**config.mk**
```make
export PLATFORM = sky130hd
export DESIGN_NAME = ordered_table_with_overflow_fifo_unit_flat
export DESIGN_NICKNAME = d
export VERILOG_FILES = /design/src/design/otwf_pkg.sv /design/src/design/otwf_if.sv /design/src/design/ordered_table_with_overflow_fifo_unit.sv /design/src/design/otwf_ram.sv /design/src/design/otwf_cell.sv /design/src/flat_wrapper.sv
export VERILOG_INCLUDE_DIRS = /design/src /design/src/design
export SDC_FILE = /design/constraint.sdc
export NUM_CORES = 2
export LEC_CHECK = 0
export BUFFER_PORTS_ARGS = -buffer_cell sky130_fd_sc_hd__buf_2
export CAP_MARGIN = 20
export CORE_ASPECT_RATIO = 2
export CORE_MARGIN = 2
export CORE_UTILIZATION = 46
export CTS_CLUSTER_SIZE = 12
export DETAILED_ROUTE_END_ITERATION = 10
export SYNTH_ARGS = -nofsm -noshare
export SYNTH_HDL_FRONTEND = slang
export SYNTH_HIERARCHICAL = 1
export SYNTH_SLANG_ARGS = --single-unit
export TNS_END_PERCENT = 50
```
**constraint.sdc**
```tcl
create_clock -name clk -period 14.6 [get_ports clk]
set_clock_uncertainty 0.2 [all_clocks]
set_input_delay 0.73 -clock clk [delete_from_list [all_inputs] [get_ports clk]]
set_output_delay 0.73 -clock clk [all_outputs]
set_load 0.03 [all_outputs]
```
**src/design/ordered_table_with_overflow_fifo_unit_macros.svh**
```systemverilog
// ----------------------------------------------------------------------------
// Assertion macros
// Shared assertion helpers for the ordered table unit.
// ----------------------------------------------------------------------------
`ifndef ORDERED_TABLE_WITH_OVERFLOW_FIFO_UNIT_MACROS_SVH
`define ORDERED_TABLE_WITH_OVERFLOW_FIFO_UNIT_MACROS_SVH

// Same-cycle implication, checked outside reset
`define OTWF_ASSERT_NOW(label, clk, rst_n, ante, cons, msg) \
    label: assert property (@(posedge clk) disable iff (!rst_n) (ante) |-> (cons)) \
        else $error(msg);

// Next-cycle implication, checked outside reset
`define OTWF_ASSERT_NEXT(label, clk, rst_n, ante, cons, msg) \
    label: assert property (@(posedge clk) disable iff (!rst_n) (ante) |=> (cons)) \
        else $error(msg);

`endif

```
**src/design/otwf_pkg.sv**
```systemverilog
// ----------------------------------------------------------------------------
// otwf_pkg
// Types and constants shared by the ordered table unit.
// ----------------------------------------------------------------------------
package otwf_pkg;

    localparam int KEY_W    = 64;
    localparam int STATUS_W = 3;
    localparam int COUNT_W  = 4;

    // Request operation codes
    localparam logic OP_ARRIVAL   = 1'b0;
    localparam logic OP_DEPARTURE = 1'b1;

    // Response status codes
    typedef enum logic [STATUS_W-1:0] {
        ST_STORED    = 3'd0,
        ST_QUEUED    = 3'd1,
        ST_REJECTED  = 3'd2,
        ST_REMOVED   = 3'd3,
        ST_NOT_FOUND = 3'd4
    } status_t;

    // Sequencer states, one-hot
    typedef enum logic [1:0] {
        S_IDLE = 2'b01,
        S_EXEC = 2'b10
    } state_t;

    // Per-cell control from the sequencer
    typedef struct packed {
        logic capture;  // latch compare result against the probe key
        logic shift;    // close the gap behind the first match
        logic write;    // load the common load key
    } cell_ctrl_t;

endpackage

```
**src/design/otwf_if.sv**
```systemverilog
// ----------------------------------------------------------------------------
// otwf request / response interfaces
// Valid/ready channels carrying the unit's request and response payloads.
// ----------------------------------------------------------------------------
interface otwf_req_if;
    logic                        valid;
    logic                        ready;
    logic                        operation;
    logic [otwf_pkg::KEY_W-1:0]  key;

    modport source (output valid, output operation, output key, input ready);
    modport sink   (input valid, input operation, input key, output ready);
endinterface

interface otwf_rsp_if;
    logic                          valid;
    logic                          ready;
    logic [otwf_pkg::STATUS_W-1:0] status;
    logic                          promoted;
    logic [otwf_pkg::COUNT_W-1:0]  table_count;
    logic [otwf_pkg::COUNT_W-1:0]  queue_count;

    modport source (output valid, output status, output promoted,
                    output table_count, output queue_count, input ready);
    modport sink   (input valid, input status, input promoted,
                    input table_count, input queue_count, output ready);
endinterface

```
**src/design/ordered_table_with_overflow_fifo_unit.sv**
```systemverilog
// ----------------------------------------------------------------------------
// ordered_table_with_overflow_fifo_unit
// Ordered key table with a circular overflow FIFO.
// ----------------------------------------------------------------------------
// Each request runs in a transfer cycle and an execute state: in the
// transfer cycle every table cell compares its key with the request key;
// in the next cycle the first-match chain across the cells resolves, and
// once the response register is free, matching and later cells shift down,
// the counters update and the response is registered. A new request is
// taken right after, not before the last one is through; a response that
// is not taken holds the execute state until the response register frees.
// The overflow FIFO is a RAM with registered read whose head entry is read
// ahead during the compare cycle. No clearing pass follows reset.
module ordered_table_with_overflow_fifo_unit #(
    parameter int TABLE_SLOTS = 8,
    parameter int WAIT_SLOTS  = 8
) (
    input  logic       clk,
    input  logic       rst_n,
    otwf_req_if.sink   req,
    otwf_rsp_if.source rsp
);

    `include "ordered_table_with_overflow_fifo_unit_macros.svh"

    localparam int FILL_W  = $clog2(TABLE_SLOTS + 1);
    localparam int WIDX_W  = $clog2(WAIT_SLOTS);
    localparam int WFILL_W = $clog2(WAIT_SLOTS + 1);
    localparam logic [FILL_W-1:0]  TABLE_FULL = FILL_W'(TABLE_SLOTS);
    localparam logic [WFILL_W-1:0] WAIT_FULL  = WFILL_W'(WAIT_SLOTS);
    localparam logic [WIDX_W-1:0]  WAIT_LAST  = WIDX_W'(WAIT_SLOTS - 1);

    otwf_pkg::state_t  state_reg;
    otwf_pkg::state_t  state_next;

    logic                       op_reg;
    logic [otwf_pkg::KEY_W-1:0] req_key_reg;

    logic [FILL_W-1:0]  fill_reg,  fill_next;
    logic [WIDX_W-1:0]  head_reg,  head_next;
    logic [WIDX_W-1:0]  tail_reg,  tail_next;
    logic [WFILL_W-1:0] wfill_reg, wfill_next;

    logic                            rsp_valid_reg, rsp_valid_next;
    otwf_pkg::status_t               status_reg,    status_next;
    logic                            promoted_reg,  promoted_next;
    logic [otwf_pkg::COUNT_W-1:0]    tcount_reg,    tcount_next;
    logic [otwf_pkg::COUNT_W-1:0]    qcount_reg,    qcount_next;

    logic                       req_xfer;
    logic                       commit;
    logic                       found;
    logic                       write_en;
    logic [FILL_W-1:0]          write_idx;
    logic                       shift_en;
    logic                       ram_we;
    logic [otwf_pkg::KEY_W-1:0] ram_rdata;
    logic [otwf_pkg::KEY_W-1:0] load_key;

    logic [otwf_pkg::KEY_W-1:0] cell_key [TABLE_SLOTS];
    logic [TABLE_SLOTS:0]       hit_chain;
    otwf_pkg::cell_ctrl_t       cell_ctrl [TABLE_SLOTS];
    logic [TABLE_SLOTS-1:0]     occupied;

    // Handshake
    assign req.ready = (state_reg == otwf_pkg::S_IDLE);
    assign req_xfer  = req.valid && req.ready;
    assign commit    = (state_reg == otwf_pkg::S_EXEC) && (!rsp_valid_reg || rsp.ready);

    // Overflow FIFO storage; head entry is read every cycle
    otwf_ram #(
        .WIDTH (otwf_pkg::KEY_W),
        .DEPTH (WAIT_SLOTS)
    ) u_wait_ram (
        .clk     (clk),
        .wr_en   (ram_we),
        .wr_addr (tail_reg),
        .wr_data (req_key_reg),
        .rd_addr (head_reg),
        .rd_data (ram_rdata)
    );

    // Table cell chain
    assign hit_chain[0] = 1'b0;
    assign load_key     = (op_reg == otwf_pkg::OP_ARRIVAL) ? req_key_reg : ram_rdata;
    assign found        = hit_chain[TABLE_SLOTS];

    for (genvar i = 0; i < TABLE_SLOTS; i++)
    begin : g_cell
        assign occupied[i]         = FILL_W'(i) < fill_reg;
        assign cell_ctrl[i].capture = req_xfer;
        assign cell_ctrl[i].shift   = shift_en;
        assign cell_ctrl[i].write   = write_en && (write_idx == FILL_W'(i));

        otwf_cell u_cell (
            .clk         (clk),
            .ctrl        (cell_ctrl[i]),
            .occupied    (occupied[i]),
            .probe_key   (req.key),
            .load_key    (load_key),
            .next_key    (cell_key[(i + 1 < TABLE_SLOTS) ? i + 1 : i]),
            .hit_before  (hit_chain[i]),
            .hit_through (hit_chain[i + 1]),
            .key         (cell_key[i])
        );
    end

    // Operation decode and counter update
    always_comb
    begin
        fill_next     = fill_reg;
        head_next     = head_reg;
        tail_next     = tail_reg;
        wfill_next    = wfill_reg;
        status_next   = status_reg;
        promoted_next = 1'b0;
        write_en      = 1'b0;
        write_idx     = fill_reg;
        shift_en      = 1'b0;
        ram_we        = 1'b0;
        if (op_reg == otwf_pkg::OP_ARRIVAL)
        begin
            if (fill_reg != TABLE_FULL)
            begin
                write_en    = commit;
                fill_next   = fill_reg + 1'b1;
                status_next = otwf_pkg::ST_STORED;
            end
            else if (wfill_reg != WAIT_FULL)
            begin
                ram_we      = commit;
                tail_next   = (tail_reg == WAIT_LAST) ? '0 : tail_reg + 1'b1;
                wfill_next  = wfill_reg + 1'b1;
                status_next = otwf_pkg::ST_QUEUED;
            end
            else
            begin
                status_next = otwf_pkg::ST_REJECTED;
            end
        end
        else
        begin
            if (found)
            begin
                shift_en    = commit;
                status_next = otwf_pkg::ST_REMOVED;
                if (wfill_reg != '0)
                begin
                    // oldest waiting key refills the freed top slot
                    write_en      = commit;
                    write_idx     = fill_reg - 1'b1;
                    head_next     = (head_reg == WAIT_LAST) ? '0 : head_reg + 1'b1;
                    wfill_next    = wfill_reg - 1'b1;
                    promoted_next = 1'b1;
                end
                else
                begin
                    fill_next = fill_reg - 1'b1;
                end
            end
            else
            begin
                status_next = otwf_pkg::ST_NOT_FOUND;
            end
        end
        tcount_next = otwf_pkg::COUNT_W'(fill_next);
        qcount_next = otwf_pkg::COUNT_W'(wfill_next);
    end

    // Sequencer
    always_comb
    begin
        state_next = state_reg;
        case (state_reg)
            otwf_pkg::S_IDLE:
            begin
                if (req_xfer)
                begin
                    state_next = otwf_pkg::S_EXEC;
                end
            end
            otwf_pkg::S_EXEC:
            begin
                if (commit)
                begin
                    state_next = otwf_pkg::S_IDLE;
                end
            end
            default:
            begin
                state_next = otwf_pkg::S_IDLE;
            end
        endcase
    end

    // Response valid: set on commit, cleared on transfer
    assign rsp_valid_next = commit || (rsp_valid_reg && !rsp.ready);

    // Control registers
    always_ff @(posedge clk or negedge rst_n)
    begin
        if (!rst_n)
        begin
            state_reg     <= otwf_pkg::S_IDLE;
            fill_reg      <= '0;
            head_reg      <= '0;
            tail_reg      <= '0;
            wfill_reg     <= '0;
            rsp_valid_reg <= 1'b0;
        end
        else
        begin
            state_reg     <= state_next;
            rsp_valid_reg <= rsp_valid_next;
            if (commit)
            begin
                fill_reg  <= fill_next;
                head_reg  <= head_next;
                tail_reg  <= tail_next;
                wfill_reg <= wfill_next;
            end
        end
    end

    // Request and response payload registers
    always_ff @(posedge clk)
    begin
        if (req_xfer)
        begin
            op_reg      <= req.operation;
            req_key_reg <= req.key;
        end
        if (commit)
        begin
            status_reg   <= status_next;
            promoted_reg <= promoted_next;
            tcount_reg   <= tcount_next;
            qcount_reg   <= qcount_next;
        end
    end

    assign rsp.valid       = rsp_valid_reg;
    assign rsp.status      = status_reg;
    assign rsp.promoted    = promoted_reg;
    assign rsp.table_count = tcount_reg;
    assign rsp.queue_count = qcount_reg;

    // Checks
    `OTWF_ASSERT_NOW(a_fill_bound, clk, rst_n, 1'b1, fill_reg <= TABLE_FULL, "table fill out of range")
    `OTWF_ASSERT_NOW(a_queue_needs_full, clk, rst_n, wfill_reg != '0, fill_reg == TABLE_FULL, "queue holds keys while table has room")
    `OTWF_ASSERT_NOW(a_ptr_consistent, clk, rst_n, head_reg != tail_reg, (wfill_reg != '0) && (wfill_reg != WAIT_FULL), "FIFO pointers disagree with fill")
    `OTWF_ASSERT_NOW(a_promote_removed, clk, rst_n, rsp.valid && rsp.promoted, rsp.status == otwf_pkg::ST_REMOVED, "promotion without removal")
    `OTWF_ASSERT_NEXT(a_commit_valid, clk, rst_n, commit, rsp.valid, "committed response not presented")

endmodule

```
**src/design/otwf_ram.sv**
```systemverilog
// ----------------------------------------------------------------------------
// otwf_ram
// Generic one-write, one-read RAM with registered read data.
// ----------------------------------------------------------------------------
module otwf_ram #(
    parameter int WIDTH = 64,
    parameter int DEPTH = 8,
    localparam int ADDR_W = $clog2(DEPTH)
) (
    input  logic              clk,
    input  logic              wr_en,
    input  logic [ADDR_W-1:0] wr_addr,
    input  logic [WIDTH-1:0]  wr_data,
    input  logic [ADDR_W-1:0] rd_addr,
    output logic [WIDTH-1:0]  rd_data
);

    logic [WIDTH-1:0] mem_reg [DEPTH];
    logic [WIDTH-1:0] rd_data_reg;

    // Write port and registered read port
    always_ff @(posedge clk)
    begin
        if (wr_en)
        begin
            mem_reg[wr_addr] <= wr_data;
        end
        rd_data_reg <= mem_reg[rd_addr];
    end

    assign rd_data = rd_data_reg;

endmodule

```
**src/design/otwf_cell.sv**
```systemverilog
// ----------------------------------------------------------------------------
// otwf_cell
// One table slot: holds a key, compares it, and passes the first-match chain.
// ----------------------------------------------------------------------------
module otwf_cell (
    input  logic                       clk,
    input  otwf_pkg::cell_ctrl_t       ctrl,
    input  logic                       occupied,
    input  logic [otwf_pkg::KEY_W-1:0] probe_key,
    input  logic [otwf_pkg::KEY_W-1:0] load_key,
    input  logic [otwf_pkg::KEY_W-1:0] next_key,
    input  logic                       hit_before,
    output logic                       hit_through,
    output logic [otwf_pkg::KEY_W-1:0] key
);

    logic [otwf_pkg::KEY_W-1:0] key_reg;
    logic [otwf_pkg::KEY_W-1:0] key_next;
    logic                       match_reg;
    logic                       match_next;

    // Compare stage: latch the match at request transfer
    assign match_next = ctrl.capture ? (occupied && (key_reg == probe_key)) : match_reg;

    // First-match chain: set from the first matching slot upward
    assign hit_through = hit_before | match_reg;

    // Load beats shift; shifting cells take the key from the slot above
    always_comb
    begin
        key_next = key_reg;
        if (ctrl.write)
        begin
            key_next = load_key;
        end
        else if (ctrl.shift && hit_through)
        begin
            key_next = next_key;
        end
    end

    always_ff @(posedge clk)
    begin
        key_reg   <= key_next;
        match_reg <= match_next;
    end

    assign key = key_reg;

endmodule

```
**src/flat_wrapper.sv**
```systemverilog
// flat-port wrapper written by rule: the top's interface ports become plain ports
module ordered_table_with_overflow_fifo_unit_flat 
#(
    parameter int TABLE_SLOTS = 8,
    parameter int WAIT_SLOTS  = 8
)
  (clk, rst_n, req_valid, req_operation, req_key, req_ready, rsp_valid, rsp_status, rsp_promoted, rsp_table_count, rsp_queue_count, rsp_ready);
  otwf_req_if req_i ();
  otwf_rsp_if rsp_i ();
  input  logic clk;
  input  logic rst_n;
  input wire logic [$bits(req_i.valid)-1:0] req_valid;
  input wire logic [$bits(req_i.operation)-1:0] req_operation;
  input wire logic [$bits(req_i.key)-1:0] req_key;
  output wire logic [$bits(req_i.ready)-1:0] req_ready;
  output wire logic [$bits(rsp_i.valid)-1:0] rsp_valid;
  output wire logic [$bits(rsp_i.status)-1:0] rsp_status;
  output wire logic [$bits(rsp_i.promoted)-1:0] rsp_promoted;
  output wire logic [$bits(rsp_i.table_count)-1:0] rsp_table_count;
  output wire logic [$bits(rsp_i.queue_count)-1:0] rsp_queue_count;
  input wire logic [$bits(rsp_i.ready)-1:0] rsp_ready;
  assign req_i.valid = req_valid;
  assign req_i.operation = req_operation;
  assign req_i.key = req_key;
  assign req_ready = req_i.ready;
  assign rsp_valid = rsp_i.valid;
  assign rsp_status = rsp_i.status;
  assign rsp_promoted = rsp_i.promoted;
  assign rsp_table_count = rsp_i.table_count;
  assign rsp_queue_count = rsp_i.queue_count;
  assign rsp_i.ready = rsp_ready;
  ordered_table_with_overflow_fifo_unit #(.TABLE_SLOTS(TABLE_SLOTS), .WAIT_SLOTS(WAIT_SLOTS)) u_core (.clk(clk), .rst_n(rst_n), .req(req_i), .rsp(rsp_i));
endmodule
```
==> run metrics <==
total track usage 0.220; yosys warns 6; status complete, no violations; Post-synth top flop edfxtp_1; met2 GRT Util 0.400; max-slew violations 0; DP HPWL 88.0 mm; Detail Route Antenna Nets 0; placed insts 4,618; WHS 0.143 ns; TritonCTS clock tree built; multiplexer share of the synthesized area 0.192; flop2flop setup slack 8.52 ns; layout cells sized above 1 0.328; root buffer cell clkbuf_16; filler instances 9,285; Num Clock Sinks 1,190; DRT Pass-1 Iters 5; crit-path max FO 64; Worst VDD drop 0.135 mV; final RePlAce weighted congestion 0.937; crit start category flop; met3 Use GR 0.0242; Simple-Gate Fraction of Synth Area 0.0370; die footprint 118,000 um^2; via count 27,625; Yosys top cell by area edfxtp_1; # IOs 83; overall die height 484 um; I/O Buffers 82; vias in the first global route 29,867; Clk pwr share 0.322; drt initial violations 1,794; largest net degree at the start of global routing 93; Achievable Freq 0.165 GHz; crit path DAT 6.22 ns; Post-Syn Instances 3,088; P_sw 0.00219 W; drt wl/cell 27.0 um; total gr overflow 0; Initial Util 0.462; Gate power share 0.176; Tightest Hold Check Type primary input to flop; Post-Route WL 130 mm; Placeable Area 115,000 um^2; Synth cell types 64; final std cells w/o fill 4,816; Sw Share 0.266; initial antenna violation count 11; kind of critical path flop to flop; post-layout util 0.510; global route hottest layer met2; ys async rst share 0.0143; Worst-Margin Slew 1.15 ns; post-synthesis sequential area ratio 0.660; Core Rows 176; post-synth top area share 0.628; Avg Cell Area, Syn 17.2 um^2; Clock Path Buffers 3; count of final hold-check violations 0; XOR/XNOR Fraction of Synth Area 0.0646; Slew HR 0.229; Seq pwr share 0.502; RSZ-0062 raised after global routing no; Leak 18.6 nW; Resize count post-CTS 0; Die Span X 244 um; FF+latch count, synth 1,190; DRC 0; Num CTS Buffers 111; first-pass GRT wire length 192 mm; setup_tns 0 ns; Post-Synth Adder-Cell Area 0.00212; Syn Std Cell Area 53,000 um^2; Int Pwr 0.00605 W; worst path required time 14.74 ns; Final Net Count 3,298; endpoints failing setup 0; P&R area growth vs syn 10.3%; Tmin final 6.08 ns; maxcap violations 0; largest cells by area after synthesis edfxtp_1 63%, mux2_2 14%, mux4_2 5.4%; CP Capture Type flop; H-tree Lvls 3; area fraction in compound gates after synthesis 0.0232; final period utilization 0.416; clk slew on worst S/H paths 0.06 ns; vias per inst 5.74; Mapped Nets 3,166; EDFF count, synth 1,109; GR Util met1 0.262; total power 0.00824 W; P per Cell Area 141 nW/um^2; insertion delay to the later sink of the worst-skew pair 0.72 ns; main combinational cell family by area after synthesis multiplexers
-- per-stage QoR --
stage	setup slack [ns]	cell area (um^2)
final	8.52	58500
after global routing	8.24	58500
after CTS	8.50	58500
after detailed placement	8.51	55300
after global placement	8.47	55300
after floorplan	7.81	53000
-- placed cells by master (no fill, tap or decap), types with 9 or more instances in the layout --
cell / Yosys / routed
clkbuf_1: 30 / 68
clkinv_1: 9 / 12
nor4_2: 8 / 9
o22ai_1: 42 / 42
nand3_1: 24 / 24
dfrtp_1: 16 / 13
buf_2: 53 / 84
dfxtp_1: 64 / 64
nor4_1: 44 / 43
ha_1: 9 / 9
inv_1: 128 / 128
o2bb2ai_1: 33 / 33
nor3_2: 0 / 10
nand2b_1: 31 / 31
xnor2_1: 270 / 270
clkbuf_16: 0 / 112
buf_4: 4 / 41
nor3_1: 23 / 13
mux4_2: 128 / 128
a21oi_1: 17 / 17
edfxtp_1: 1109 / 1109
a221oi_1: 33 / 33
mux2_2: 644 / 644
xor2_1: 121 / 121
nand2_1: 25 / 25
nand4_1: 72 / 72
nor2_1: 31 / 25
-- layout make-up --
| cell class | instances | area (um^2) | share of cell area |
|---|---|---|---|
| Sequential cell | 1190 | 35000 | 0.599 |
| Multi-Input combinational cell | 1651 | 17100 | 0.292 |
| Clock inverter | 8 | 103 | 0.00175 |
| Antenna cell | 6 | 15.0 | 0.000257 |
| Tap cell | 1513 | 1890 | 0.0324 |
| Timing Repair Buffer | 128 | 768 | 0.0131 |
| Inverter | 138 | 518 | 0.00886 |
| Clock buffer | 182 | 3090 | 0.0527 |
-- power groups by stage --
| stage | Sequential [W] | Clock (W) | Combinational (W) |
|---|---|---|---|
| after global placement | 0.00420 | 0 | 0.00143 |
| after detailed placement | 0.00420 | 0 | 0.00145 |
| after floorplan | 0.00409 | 0 | 0.00109 |
| after global routing | 0.00416 | 0.00283 | 0.00154 |
| after CTS | 0.00414 | 0.00271 | 0.00147 |
| final | 0.00413 | 0.00265 | 0.00145 |
-- worst max-delay path, cell delays in order (launching register included) --
cell and delay [ns]:
edfxtp_1 0.34, or2_2 0.32, or2_2 0.31, or2_2 0.30
or2_2 0.31, or2_2 0.30, or2_2 0.31, or2_2 0.35
or2_2 0.41, nand3_1 0.13, or3_1 0.15, nand3_1 0.21
nor3_2 0.59, buf_4 0.67, a21o_4 0.68
-- synthesized netlist by cell type (all sizes together) (30+ instances only) --
master / n
nand4: 72
inv: 129
edfxtp: 1109
buf: 79
xnor2: 270
dfxtp: 64
mux2: 647
nor4: 60
nand2b: 31
o22ai: 42
o2bb2ai: 33
mux4: 128
clkbuf: 30
a221oi: 33
xor2: 121
nor2: 32
-- kinds of logic after synthesis --
| family | Yosys count |
|---|---|
| XOR/XNOR | 391 |
| multiplexers | 776 |
| flip-flops | 1190 |
| adder cells (fa/ha/maj) | 9 |
| AO/OA/AOI/OAI | 167 |
| buffers and inverters | 247 |
| AND/OR/NAND/NOR | 307 |
| other | 1 |
-- what timing repair did --
action	in CTS	in global routing
hold buffers	2	0
buffers inserted	0	0
hold endpoints to repair	17	0
-- per-layer routing --
metal	vias to the layer above	wire length (um)
li1	12296	-
met1	14476	51100
met2	658	69000
met3	195	4300
met4	0	5460
met5	-	0
-- worst paths after layout --
check,from,endpoint,cells after the start
max reg2reg,u_core/g_cell[0].u_cell/match_reg,u_core/g_cell[3].u_cell/key[46],14
min,rsp_ready,u_core/rsp.valid,3
min in group asynchronous,rst_n,u_core/tail_reg[1],2
min reg2reg,u_core/g_cell[1].u_cell/key[52],u_core/g_cell[0].u_cell/key[52],1
max,u_core/g_cell[0].u_cell/match_reg,u_core/g_cell[3].u_cell/key[46],14
max in group asynchronous,rst_n,u_core/head_reg[2],2
No activity file was read; power rests on OpenSTA's default activity.
